[src/masked_byte_pattern_scan_unit_macros.svh]
// ----------------------------------------------------------------------------
// Assertion macros for the masked byte pattern scan unit.
// They expect signals named clk and arst_n in the asserting module.
// ----------------------------------------------------------------------------
`ifndef MASKED_BYTE_PATTERN_SCAN_UNIT_MACROS_SVH
`define MASKED_BYTE_PATTERN_SCAN_UNIT_MACROS_SVH

// The consequent must hold in the same cycle as the antecedent.
`define MBPS_ASSERT_NOW(label, ante, cons, msg) \
	label: assert property (@(posedge clk) disable iff (!arst_n) (ante) |-> (cons)) \
		else $error(msg);

// The consequent must hold in the cycle after the antecedent.
`define MBPS_ASSERT_NEXT(label, ante, cons, msg) \
	label: assert property (@(posedge clk) disable iff (!arst_n) (ante) |=> (cons)) \
		else $error(msg);

`endif

[src/mbps_pkg.sv]
// ----------------------------------------------------------------------------
// mbps_pkg
// Types, constants and register codes shared by the byte pattern scan unit.
// ----------------------------------------------------------------------------
package mbps_pkg;

	localparam int PATTERN_MAX_DEF = 16;
	localparam int OFFSET_BITS_DEF = 32;

	localparam int BYTE_W      = 8;
	localparam int ADDR_W      = 64;
	localparam int CFG_DATA_W  = 64;
	localparam int CFG_INDEX_W = 3;
	localparam int CARE_W      = 16;
	localparam int LEN_REG_W   = 5;
	localparam int PAT_BYTES   = 16;

	// Register indices of the configuration port.
	typedef enum logic [CFG_INDEX_W-1:0] {
		REG_PATTERN_LOW    = 3'd0,
		REG_PATTERN_HIGH   = 3'd1,
		REG_CARE_MASK      = 3'd2,
		REG_PATTERN_LENGTH = 3'd3,
		REG_BASE_ADDRESS   = 3'd4
	} cfg_reg_e;

	localparam logic [CARE_W-1:0]    CARE_MASK_RST      = '1;
	localparam logic [LEN_REG_W-1:0] PATTERN_LENGTH_RST = 5'd16;

	// One request on the byte stream.
	typedef struct packed {
		logic [BYTE_W-1:0] data_byte;
		logic              last_byte;
	} in_item_t;

	// One request on the result channel.
	typedef struct packed {
		logic              found;
		logic [ADDR_W-1:0] match_address;
	} out_item_t;

	// Control handed to every window cell.
	typedef struct packed {
		logic shift;
		logic clear;
	} cell_ctl_t;

endpackage

[src/mbps_cell.sv]
// ----------------------------------------------------------------------------
// mbps_cell
// One window slot: holds a byte, passes it on when the window shifts and
// compares it with its aligned pattern byte.
// ----------------------------------------------------------------------------
module mbps_cell (
	input  logic                      clk,
	input  logic                      arst_n,
	input  mbps_pkg::cell_ctl_t       ctl,
	input  logic [mbps_pkg::BYTE_W-1:0] byte_in,
	input  logic [mbps_pkg::BYTE_W-1:0] pat_byte,
	input  logic                      care,
	output logic [mbps_pkg::BYTE_W-1:0] held,
	output logic                      match
);
	import mbps_pkg::*;

	logic [BYTE_W-1:0] held_q;

	// Take the neighbour's byte on a shift, empty the slot at a region end.
	always_ff @(posedge clk or negedge arst_n) begin
		if (!arst_n) begin
			held_q <= '0;
		end else if (ctl.shift) begin
			held_q <= byte_in;
		end else if (ctl.clear) begin
			held_q <= '0;
		end
	end

	// A wildcard slot always matches.
	assign match = !care || (held_q == pat_byte);
	assign held  = held_q;

endmodule

[config.mk]
export PLATFORM = sky130hd
export DESIGN_NAME = mbps_cell
export DESIGN_NICKNAME = d
export VERILOG_FILES = /design/src/masked_byte_pattern_scan_unit_macros.svh /design/src/mbps_pkg.sv /design/src/mbps_cell.sv
export SDC_FILE = /design/constraint.sdc
export NUM_CORES = 1
export LEC_CHECK = 0
export BUFFER_PORTS_ARGS = -buffer_cell sky130_fd_sc_hd__buf_2
export CORE_MARGIN = 4
export CORE_UTILIZATION = 34
export DETAILED_ROUTE_END_ITERATION = 16
export HOLD_SLACK_MARGIN = 0.02
export PLACE_DENSITY = 0.7
export SYNTH_ARGS = -nofsm -noshare
export SYNTH_HDL_FRONTEND = slang
export SYNTH_SLANG_ARGS = --single-unit
[constraint.sdc]
create_clock -name clk -period 0.9 [get_ports clk]
set_clock_uncertainty 0.05 [all_clocks]
set_input_delay 0.18 -clock clk [delete_from_list [all_inputs] [get_ports clk]]
set_output_delay 0.18 -clock clk [all_outputs]
set_load 0.1 [all_outputs]
==> out/metrics.cfg <==
[logic_synthesis]
synthesis.nets = 65
yosysUniqueCellTypes = 10
yosys.area_share.simple_pct = 24.4
synth_fa_ha_area_share_pct = 0
synth_top_family_by_area = simple AND/OR/NAND/NOR gates
synth_compound_area_share_pct = 11.9
yosysWarningCount = 0
synth_cells = 44
synthMuxAreaShare_pct = 0
avgSynthCellArea_um2 = 10.0
ys_seq_area_share_pct = 45.3
synthesis.area_um2 = 442
synth_xor_area_share_pct = 15.9
ys_seq_elements = 8

[timing]
hold_viol = 0
timing.final.ws_setup_ns = -0.776
setup-violations-final = 17
tightestPinTransition_ns = 0.259
fmax_mhz = 597
grt_setup_unrepaired = true
maxSlewViolCount = 0
period_share_pct = 186
relSlewSlack_pct = 82.7
layout_min_cycle_time_ns = 1.68

[run_status]
violations = negative setup slack
outcome = complete, but fails checks

[worst_setup_path]
crit_path_cell_trace = xnor2_1, nand4_1, o21ai_4, buf_12
reg2reg_slack_ns = -0.13
crit_path_start_kind = register
max_stage_delay_ns = 0.48
critical_path_peak_fanout = 2
crit_arrival_ns = 1.45
r2r.worst_path.cells = 4
cp_slowest_cell = dfrtp_4
critPathKind = reg -> out
worstPathRequired_ns = 0.67
reg2reg_from = held[3]$_DFFE_PN0P_
reg2reg_to = held[3]$_DFFE_PN0P_
cp-end-kind = primary output

[global_route]
grt_usage_pct = 15.7
grt_antenna_before_repair = 0
overflow = 0
grt_pass1_vias = 512
grt_pass1_wl_um = 2180
grt_max_degree = 17

[clock_network]
clk_latency_ns = 0.26
numClockSinks = 8
clk_path_buf_depth = 2
cts.clk_slew.worst_paths_ns = 0.06
numCtsBuffers = 3
clock-root-buffer = clkbuf_4
htreeDepth = 1
cts_tree = built

[place]
gp_congestion = 0.727
post-dp-hpwl_um = 926
dp_worst_setup_slack_ns = -0.500
place_area_um2 = 830
port_buffers = 29

[power_and_ir_drop]
power_frac_clock_pct = 20.0
intPower_uw = 885
power_density_mw_per_mm2 = 1320
p_comb_share_pct = 49.6
seqPwrFrac_pct = 30.4
p_sw_uw = 532
netSwitchingFraction_pct = 37.5
p_leak_uw = 0.000504
total_power_uw = 1420
ir_worst_vdd_mv = 1.14

[drt]
wl_um = 1580
first_iter_violations = 5
route.detailed.drc = 0
drt_pre_antenna_iters = 4
wl_per_cell_um = 14.9
vias = 496
viasPerCell = 4.68
ant_nets = 0

[floorplanning]
initial_core_util_pct = 37.7
die_area_mm2 = 0.00194
rows = 12
dieHeight_um = 44.0
die_w_um = 44.0
top_level_ports = 30
core_mm2 = 0.00117

[layout]
nets = 115
final_area_mm2 = 0.00107
antenna_cells = 0
drive_above_1_share_pct = 82.6
syn2layout_area_growth_pct = 143
largest_reg_flops = 8

[flow_run]
timing.max_cap.violations = 0

[min_path]
hold_class = in -> reg
worstHoldStart = byte_in[1]
min_path_cells = 3
hold_end = held[1]$_DFFE_PN0P_

## cell usage in the layout, fill, tap and decap left out, types with 2 or more instances in the layout
cell / instances
xnor2_1: 2
nand2_1: 8
nand4_1: 2
clkbuf_4: 3
xnor2_2: 6
dfrtp_4: 8
buf_12: 9
nand2b_4: 7
o21ai_2: 6
buf_6: 14
buf_2: 20
buf_4: 2
o21ai_1: 2
## final cells by class
cell class                      count  area (um^2)
Sequential cell                     8          230
Timing Repair Buffer               46          463
Clock buffer                        3         22.5
Multi-Input combinational cell     35          339
Tap cell                           14         17.5
Fill cell                          51         98.8
## worst max path at each step
| stage | startpoint | endpoint | slack [ns] | depth (start not counted) |
|---|---|---|---|---|
| 2_1_floorplan | held[0]$_DFFE_PN0P_ | match | -0.87 | 3 |
| 3_5_place_dp | held[0]$_DFFE_PN0P_ | match | -0.50 | 4 |
| 5_1_grt | held[6]$_DFFE_PN0P_ | match | -0.85 | 4 |
| 3_3_place_gp | held[1]$_DFFE_PN0P_ | match | -0.51 | 4 |
| 4_1_cts | held[7]$_DFFE_PN0P_ | match | -0.75 | 4 |
| 6_report | held[6]$_DFFE_PN0P_ | match | -0.78 | 4 |
## per-layer routing
layer | vias to the layer above | global-route usage [%] | wire length, um | part of all wire (%)
met5 | - | 0 | 0 | 0
met4 | 0 | 12.7 | 38 | 2.4
met3 | 5 | 3.66 | 90 | 5.7
met2 | 18 | 27.3 | 872 | 55
met1 | 229 | 15.8 | 584 | 37
li1 | 244 | - | - | -
## per-stage QoR
stage	TNS [ns]	utilization [%]	hold WS, ns	std cells
2_1_floorplan	-1.21	-	-0.166	44
3_3_place_gp	-1.25	70.8	-0.0204	94
3_5_place_dp	-1.37	70.8	-0.0180	94
4_1_cts	-3.99	79.7	0.0710	99
5_1_grt	-5.32	91.6	0.0672	106
6_report	-4.78	91.6	0.0801	106
## power by group through the flow
| stage | registers (uW) | clock network [uW] | logic, uW |
|---|---|---|---|
| floorplan | 632 | 0 | 112 |
| global placement | 426 | 0 | 557 |
| detailed placement | 428 | 0 | 562 |
| CTS | 428 | 288 | 609 |
| global route | 434 | 321 | 731 |
| finish | 431 | 283 | 703 |
## critical path, delay by kind of cell (launching register included)
family	cells	cell delay (ns)
buf+inv	1	0.19
xor+xnor	1	0.17
simple gates	1	0.17
compound gates	1	0.18
flops	1	0.48
## cells in the mapped netlist (all sizes together)
cell type  instances  area share, %
nand2              8            6.8
o21ai              9             12
dfrtp              8             45
nand2b             8             15
buf                1            2.5
xnor2              8             16
nand4              2            2.8
## cells by family (layout without fill, tap and decap cells)
logic type | after synthesis | after routing
AND/OR/NAND/NOR | 18 | 18
flip-flops | 8 | 8
buffers and inverters | 1 | 49
XOR/XNOR | 8 | 8
AO/OA/AOI/OAI | 9 | 9
## what timing repair did
action                                  4_1_cts  5_1_grt
cloned                                        0        0
pin swaps                                     2        5
setup buffers                                 1       11
hold buffers                                  1        0
resized for setup                            12       21
endpoints found under the hold margin         8        0
endpoints found under the setup margin       15       16
Note: power is estimated with default switching activity, not from simulation.
