## config.mk

```make
export PLATFORM = sky130hd
export DESIGN_NAME = mbps_cfg
export DESIGN_NICKNAME = d
export VERILOG_FILES = /design/src/masked_byte_pattern_scan_unit_macros.svh /design/src/mbps_pkg.sv /design/src/mbps_cfg.sv
export SDC_FILE = /design/constraint.sdc
export NUM_CORES = 1
export LEC_CHECK = 0
export BUFFER_PORTS_ARGS = -buffer_cell sky130_fd_sc_hd__buf_2
export CAP_MARGIN = 20
export CORE_MARGIN = 2
export CORE_UTILIZATION = 25
export CTS_CLUSTER_DIAMETER = 80
export DETAILED_ROUTE_END_ITERATION = 16
export PLACE_DENSITY = 0.39
export SYNTH_ARGS = -nofsm -noshare
export SYNTH_HDL_FRONTEND = slang
export SYNTH_SLANG_ARGS = --single-unit
```

## constraint.sdc

```tcl
create_clock -name clk -period 6.36 [get_ports clk]
set_input_delay 0.636 -clock clk [delete_from_list [all_inputs] [get_ports clk]]
set_output_delay 0.636 -clock clk [all_outputs]
set_load 0.005 [all_outputs]
```

## src/masked_byte_pattern_scan_unit_macros.svh

```systemverilog
// ----------------------------------------------------------------------------
// Assertion macros for the masked byte pattern scan unit.
// They expect signals named clk and arst_n in the asserting module.
// ----------------------------------------------------------------------------
`ifndef MASKED_BYTE_PATTERN_SCAN_UNIT_MACROS_SVH
`define MASKED_BYTE_PATTERN_SCAN_UNIT_MACROS_SVH

// The consequent must hold in the same cycle as the antecedent.
`define MBPS_ASSERT_NOW(label, ante, cons, msg) \
	label: assert property (@(posedge clk) disable iff (!arst_n) (ante) |-> (cons)) \
		else $error(msg);

// The consequent must hold in the cycle after the antecedent.
`define MBPS_ASSERT_NEXT(label, ante, cons, msg) \
	label: assert property (@(posedge clk) disable iff (!arst_n) (ante) |=> (cons)) \
		else $error(msg);

`endif

```

## src/mbps_pkg.sv

```systemverilog
// ----------------------------------------------------------------------------
// mbps_pkg
// Types, constants and register codes shared by the byte pattern scan unit.
// ----------------------------------------------------------------------------
package mbps_pkg;

	localparam int PATTERN_MAX_DEF = 16;
	localparam int OFFSET_BITS_DEF = 32;

	localparam int BYTE_W      = 8;
	localparam int ADDR_W      = 64;
	localparam int CFG_DATA_W  = 64;
	localparam int CFG_INDEX_W = 3;
	localparam int CARE_W      = 16;
	localparam int LEN_REG_W   = 5;
	localparam int PAT_BYTES   = 16;

	// Register indices of the configuration port.
	typedef enum logic [CFG_INDEX_W-1:0] {
		REG_PATTERN_LOW    = 3'd0,
		REG_PATTERN_HIGH   = 3'd1,
		REG_CARE_MASK      = 3'd2,
		REG_PATTERN_LENGTH = 3'd3,
		REG_BASE_ADDRESS   = 3'd4
	} cfg_reg_e;

	localparam logic [CARE_W-1:0]    CARE_MASK_RST      = '1;
	localparam logic [LEN_REG_W-1:0] PATTERN_LENGTH_RST = 5'd16;

	// One request on the byte stream.
	typedef struct packed {
		logic [BYTE_W-1:0] data_byte;
		logic              last_byte;
	} in_item_t;

	// One request on the result channel.
	typedef struct packed {
		logic              found;
		logic [ADDR_W-1:0] match_address;
	} out_item_t;

	// Control handed to every window cell.
	typedef struct packed {
		logic shift;
		logic clear;
	} cell_ctl_t;

endpackage

```

## src/mbps_cfg.sv

```systemverilog
// ----------------------------------------------------------------------------
// mbps_cfg
// Configuration registers, plus the pattern and care bits aligned to the
// window cells, so that the newest cell meets the last pattern byte in use.
// ----------------------------------------------------------------------------
module mbps_cfg #(
	parameter int PATTERN_MAX = mbps_pkg::PATTERN_MAX_DEF,
	localparam int LEN_W = $clog2(PATTERN_MAX + 1)
) (
	input  logic                             clk,
	input  logic                             arst_n,
	input  logic                             cfg_we,
	input  logic [mbps_pkg::CFG_INDEX_W-1:0] cfg_index,
	input  logic [mbps_pkg::CFG_DATA_W-1:0]  cfg_wdata,
	output logic [mbps_pkg::BYTE_W-1:0]      pat_al [PATTERN_MAX],
	output logic [PATTERN_MAX-1:0]           care_al,
	output logic [LEN_W-1:0]                 len_used,
	output logic [mbps_pkg::ADDR_W-1:0]      base_address
);
	import mbps_pkg::*;

	logic [CFG_DATA_W-1:0] pattern_low_q;
	logic [CFG_DATA_W-1:0] pattern_high_q;
	logic [CARE_W-1:0]     care_mask_q;
	logic [LEN_REG_W-1:0]  pattern_length_q;
	logic [ADDR_W-1:0]     base_address_q;

	logic [BYTE_W-1:0]      pat_al_d [PATTERN_MAX];
	logic [BYTE_W-1:0]      pat_al_q [PATTERN_MAX];
	logic [PATTERN_MAX-1:0] care_al_d;
	logic [PATTERN_MAX-1:0] care_al_q;
	logic [LEN_W-1:0]       len_d;
	logic [LEN_W-1:0]       len_q;

	// Register writes; unknown indices are ignored.
	always_ff @(posedge clk or negedge arst_n) begin
		if (!arst_n) begin
			pattern_low_q    <= '0;
			pattern_high_q   <= '0;
			care_mask_q      <= CARE_MASK_RST;
			pattern_length_q <= PATTERN_LENGTH_RST;
			base_address_q   <= '0;
		end else if (cfg_we) begin
			case (cfg_reg_e'(cfg_index))
				REG_PATTERN_LOW:    pattern_low_q    <= cfg_wdata;
				REG_PATTERN_HIGH:   pattern_high_q   <= cfg_wdata;
				REG_CARE_MASK:      care_mask_q      <= cfg_wdata[CARE_W-1:0];
				REG_PATTERN_LENGTH: pattern_length_q <= cfg_wdata[LEN_REG_W-1:0];
				REG_BASE_ADDRESS:   base_address_q   <= cfg_wdata;
				default: ;
			endcase
		end
	end

	// Clamp the length: zero acts as one, anything above the window as the window.
	always_comb begin
		if (pattern_length_q == '0) begin
			len_d = LEN_W'(1);
		end else if (pattern_length_q > LEN_REG_W'(PATTERN_MAX)) begin
			len_d = LEN_W'(PATTERN_MAX);
		end else begin
			len_d = LEN_W'(pattern_length_q);
		end
	end

	// Cell k meets pattern byte k + len - PATTERN_MAX; cells before the
	// pattern start are wildcards.
	always_comb begin
		int j;
		logic [2*CFG_DATA_W-1:0] pattern;
		logic [3:0] idx;
		pattern = {pattern_high_q, pattern_low_q};
		for (int k = 0; k < PATTERN_MAX; k++) begin
			j   = k + int'(len_d) - PATTERN_MAX;
			idx = j[3:0];
			if (j >= 0) begin
				pat_al_d[k]  = pattern[idx*BYTE_W +: BYTE_W];
				care_al_d[k] = care_mask_q[idx];
			end else begin
				pat_al_d[k]  = '0;
				care_al_d[k] = 1'b0;
			end
		end
	end

	// The aligned view is refreshed every cycle; reset gives the aligned
	// form of the reset registers (full length, every byte cared for, zero).
	always_ff @(posedge clk or negedge arst_n) begin
		if (!arst_n) begin
			for (int k = 0; k < PATTERN_MAX; k++) begin
				pat_al_q[k] <= '0;
			end
			care_al_q <= '1;
			len_q     <= LEN_W'(PATTERN_MAX);
		end else begin
			pat_al_q  <= pat_al_d;
			care_al_q <= care_al_d;
			len_q     <= len_d;
		end
	end

	assign pat_al       = pat_al_q;
	assign care_al      = care_al_q;
	assign len_used     = len_q;
	assign base_address = base_address_q;

endmodule
```

==> impl_results.md <==
- Status: completed
- Critical path capture point: pat_al[23]$_DFF_PN0_
- Flop2flop setup slack: 1.89 ns
- Leak: a little over 10 nW
- Initial antenna violation count: 3
- Peak VDD IR: approximately 0.23 mV
- Die Wd: roughly 280 µm
- Final net count: 1972
- Largest family of logic cells by synthesized area: multiplexers
- Final min period: approximately 4.5 ns
- Area grow syn2layout: 21.4%
- Detail-routed via count per cell: about 5.5
- Proportion of synthesized area in mux cells: 0.229
- Mapped Cells: approximately 1700
- Num CTS Buffers: 47
- R2r startpoint: pattern_length_q[4]$_DFFE_PN1P_
- Crit-path max cell delay: 1.06 ns
- CP max-delay cell: dfstp_2
- Synthesized area: between 15000 and 20000 µm²
- RSZ-0062 raised after global routing: false
- Hold WC Path Type: primary input to asynchronous set/reset pin
- Critical Path AT: slightly below 5 ns
- Setup TNS: 0 ns
- Iter 0 DRT Violations: about 1500
- Grt ovf: 0
- CP Cell Sequence: buf_4 > nand2b_2 > inv_2 > nor2_1 > ha_1 > nor3b_1 > o21ai_0 > a22oi_2 > a22oi_1 > nand2_1
- Commonest non-fill, non-tap cell in the layout: dfrtp_1
- Die area: between 70000 and 80000 µm²
- Async SR Flop Fraction: 1.00
- Vias in the first global route: ~16000
- Clock Skew: between 0.02 and 0.025 ns
- Simple-gate portion of the synthesized area: 0.0810
- Port Buffers: ~280
- Worst skew pair latency: approximately 0.59 ns
- Pwr Density: slightly below 500 nW/µm²
- First-pass GRT wire length: between 100000 and 150000 µm
- Drt drc: 0
- Top sig layer: met4
- Pin count of the biggest net entering global routing: ~140
- Total Wirelength: 89100 µm
- FILL cells: ~7900
- Met3 WL post-DR: between 5000 and 6000 µm
- Share of post-route cells with drive strength above 1: 0.390
- Post-cts sizing count: 0
- Synth Area in XOR/XNOR: 0.000452
- Relative slew margins: 0.213
- Worst Setup SP: pattern_length_q[4]$_DFFE_PN1P_
- Commonest cells after routing, fill and taps aside: 327 x dfrtp_1, 281 x buf_2, 227 x mux2_2
- Routed met1 length: 37600 µm
- Register Area: 9100 µm²
- Hold Fails Final Rpt: 0
- CP max FO: 42
- CTS clock-pin slew for the worst setup and hold paths: around 0.060 ns
- Initial Utilization: 0.251
- Synth Flop Type: dfrtp_1
- Buffer count from post-CTS setup fixing: 0
- Syn nets: between 1500 and 2000
- Post-synthesis sequential area ratio: 0.470
- Multi-input logic area: ~9600 µm²
- Min Hold Slack: ~0.066 ns
- Crit Path Class: register to register
- Core Area: ~77000 µm²
- Detailed-router iteration count before antenna repair: 8
- Post-DP HPWL: ~66000 µm
- Via count: 16400
- Clock Path Buffers: 3
- CTS Hold Buffers Added: 0
- Post-synthesis compound-gate area fraction: 0.177
- CTS root buffer: clkbuf_16
- Gp weighted congestion: 0.917
- Wire length on met2: between 40000 and 50000 µm
- CTS tree: built
- Antenna Nets Post-Route: 0
- Yosys warns: 0
- Avg WL per Cell: ~30 µm
- Max Transition Viols Final: 0
- Distinct cells, synth: 76
- Max cap viols: 0
- EDFF count, synth: 0
- Overall Global Routing Usage: 0.219
- Adder-Cell Fraction of Synth Area: 0.00775
- Critical path required time: a little under 7 ns
- Syn avg cell area: around 12 µm²
- Reg-to-reg endpoint: pat_al[23]$_DFF_PN0_
- CTS Sinks: approximately 360
- Startpoint types: register
- Slew at the pin closest to its max-slew limit: ~1.2 ns
- Fmax: between 0.2 and 0.25 GHz
- Rows: between 100 and 150
- I/O pin count: about 280
- H-tree depth: 2
- CP Capture Type: register
- Die H: between 200 and 300 µm
- Final setup violation count: 0
- Worst r2r path cells: 10
- Period utilization: 0.703
- FF+latch count, synth: 362
[stage by stage]
stage | total power, mW | instance area (µm²) | setup WS [ns] | util | std cells
CTS | 11.7 | 23500 | 2.02 | 0.305 | 2965
global placement | 8.64 | 21800 | 2.11 | 0.283 | 2878
detailed placement | 8.68 | 21800 | 2.02 | 0.283 | 2879
floorplan | 6.23 | 19400 | 3.25 | - | 1652
global route | 12.2 | 23500 | 1.72 | 0.305 | 2967
finish | 11.7 | 23500 | 1.89 | 0.305 | 2968
[final cells by class]
type,instances,share of cell area
antenna,1,0.000106
clock buffer,60,0.0546
clock inverter,26,0.0183
inverter,18,0.00292
multi-input combinational,1146,0.410
sequential,362,0.387
tap,1040,0.0553
timing repair buffer,315,0.0722
[cell families after synthesis]
kind of cell               count (synthesis)
AOI/OAI and AO/OA                        455
DFF                                      362
muxes                                    347
and+or+nand+nor                          331
buffers and inverters                    144
adders and majority gates                 12
xor gates and xnor gates                   1
[flip-flops by register name (all words and copies together) (netlist names)]
name              count
care_mask_q          16
care_al              16
len_used              5
pattern_low_q        64
pattern_length_q      5
pattern_high_q       64
pat_al              128
base_address         64
[synthesized netlist by cell type (11+ instances only)]
cell        n  area share
a211oi_1   15      0.0058
a21oi_1    55       0.014
a22o_1     37       0.017
a22oi_1    83       0.032
and2_1     11      0.0036
buf_1      13      0.0025
buf_2      46       0.012
clkbuf_1   51      0.0099
dfrtp_1   328        0.42
dfstp_2    34       0.046
ha_1       12      0.0077
inv_1      11      0.0021
mux2_2    227        0.13
mux2i_1    65       0.034
mux4_2     55       0.064
nand2_1   155       0.030
nand3_1    27      0.0070
nor2_1     45      0.0087
nor2b_1    33       0.011
nor3_1     14      0.0036
o211ai_1   19      0.0074
o21ai_0    42       0.011
o221ai_1   55       0.025
o22ai_1    43       0.014
[worst min path at each step]
stage                            startpoint                      endpoint  slack, ns  cells after the start
5_1_grt                              arst_n           pat_al[9]$_DFF_PN0_       0.12                      1
3_3_place_gp   base_address[61]$_DFFE_PN0P_  base_address[61]$_DFFE_PN0P_       0.49                      1
2_1_floorplan                        arst_n   base_address[0]$_DFFE_PN0P_       0.34                      0
4_1_cts                              arst_n           pat_al[9]$_DFF_PN0_       0.09                      1
6_report                             arst_n           pat_al[9]$_DFF_PN0_       0.07                      1
3_5_place_dp   base_address[61]$_DFFE_PN0P_  base_address[61]$_DFFE_PN0P_       0.49                      1
[report_power, final]
part / internal [mW] / switching (mW) / total [mW]
sequential: 3.04 / 0.688 / 3.73
clock: 1.85 / 1.10 / 2.95
combinational: 1.85 / 3.13 / 4.98
total: 6.74 / 4.91 / 11.7
[per-layer routing]
layer	up-vias	global-route usage
li1	6839	-
met1	8601	0.293
met2	794	0.351
met3	156	0.0377
met4	0	0.0898
met5	-	0
[worst max-delay path: cells and delay by family (launching register included)]
family | cells | cell delay (ns)
flip-flops | 1 | 1.06
AO/OA/AOI/OAI | 3 | 1.00
AND/OR/NAND/NOR | 4 | 0.89
buffers and inverters | 2 | 0.77
adder cells (fa/ha/maj) | 1 | 0.59
(Power assumes the default switching activity.)
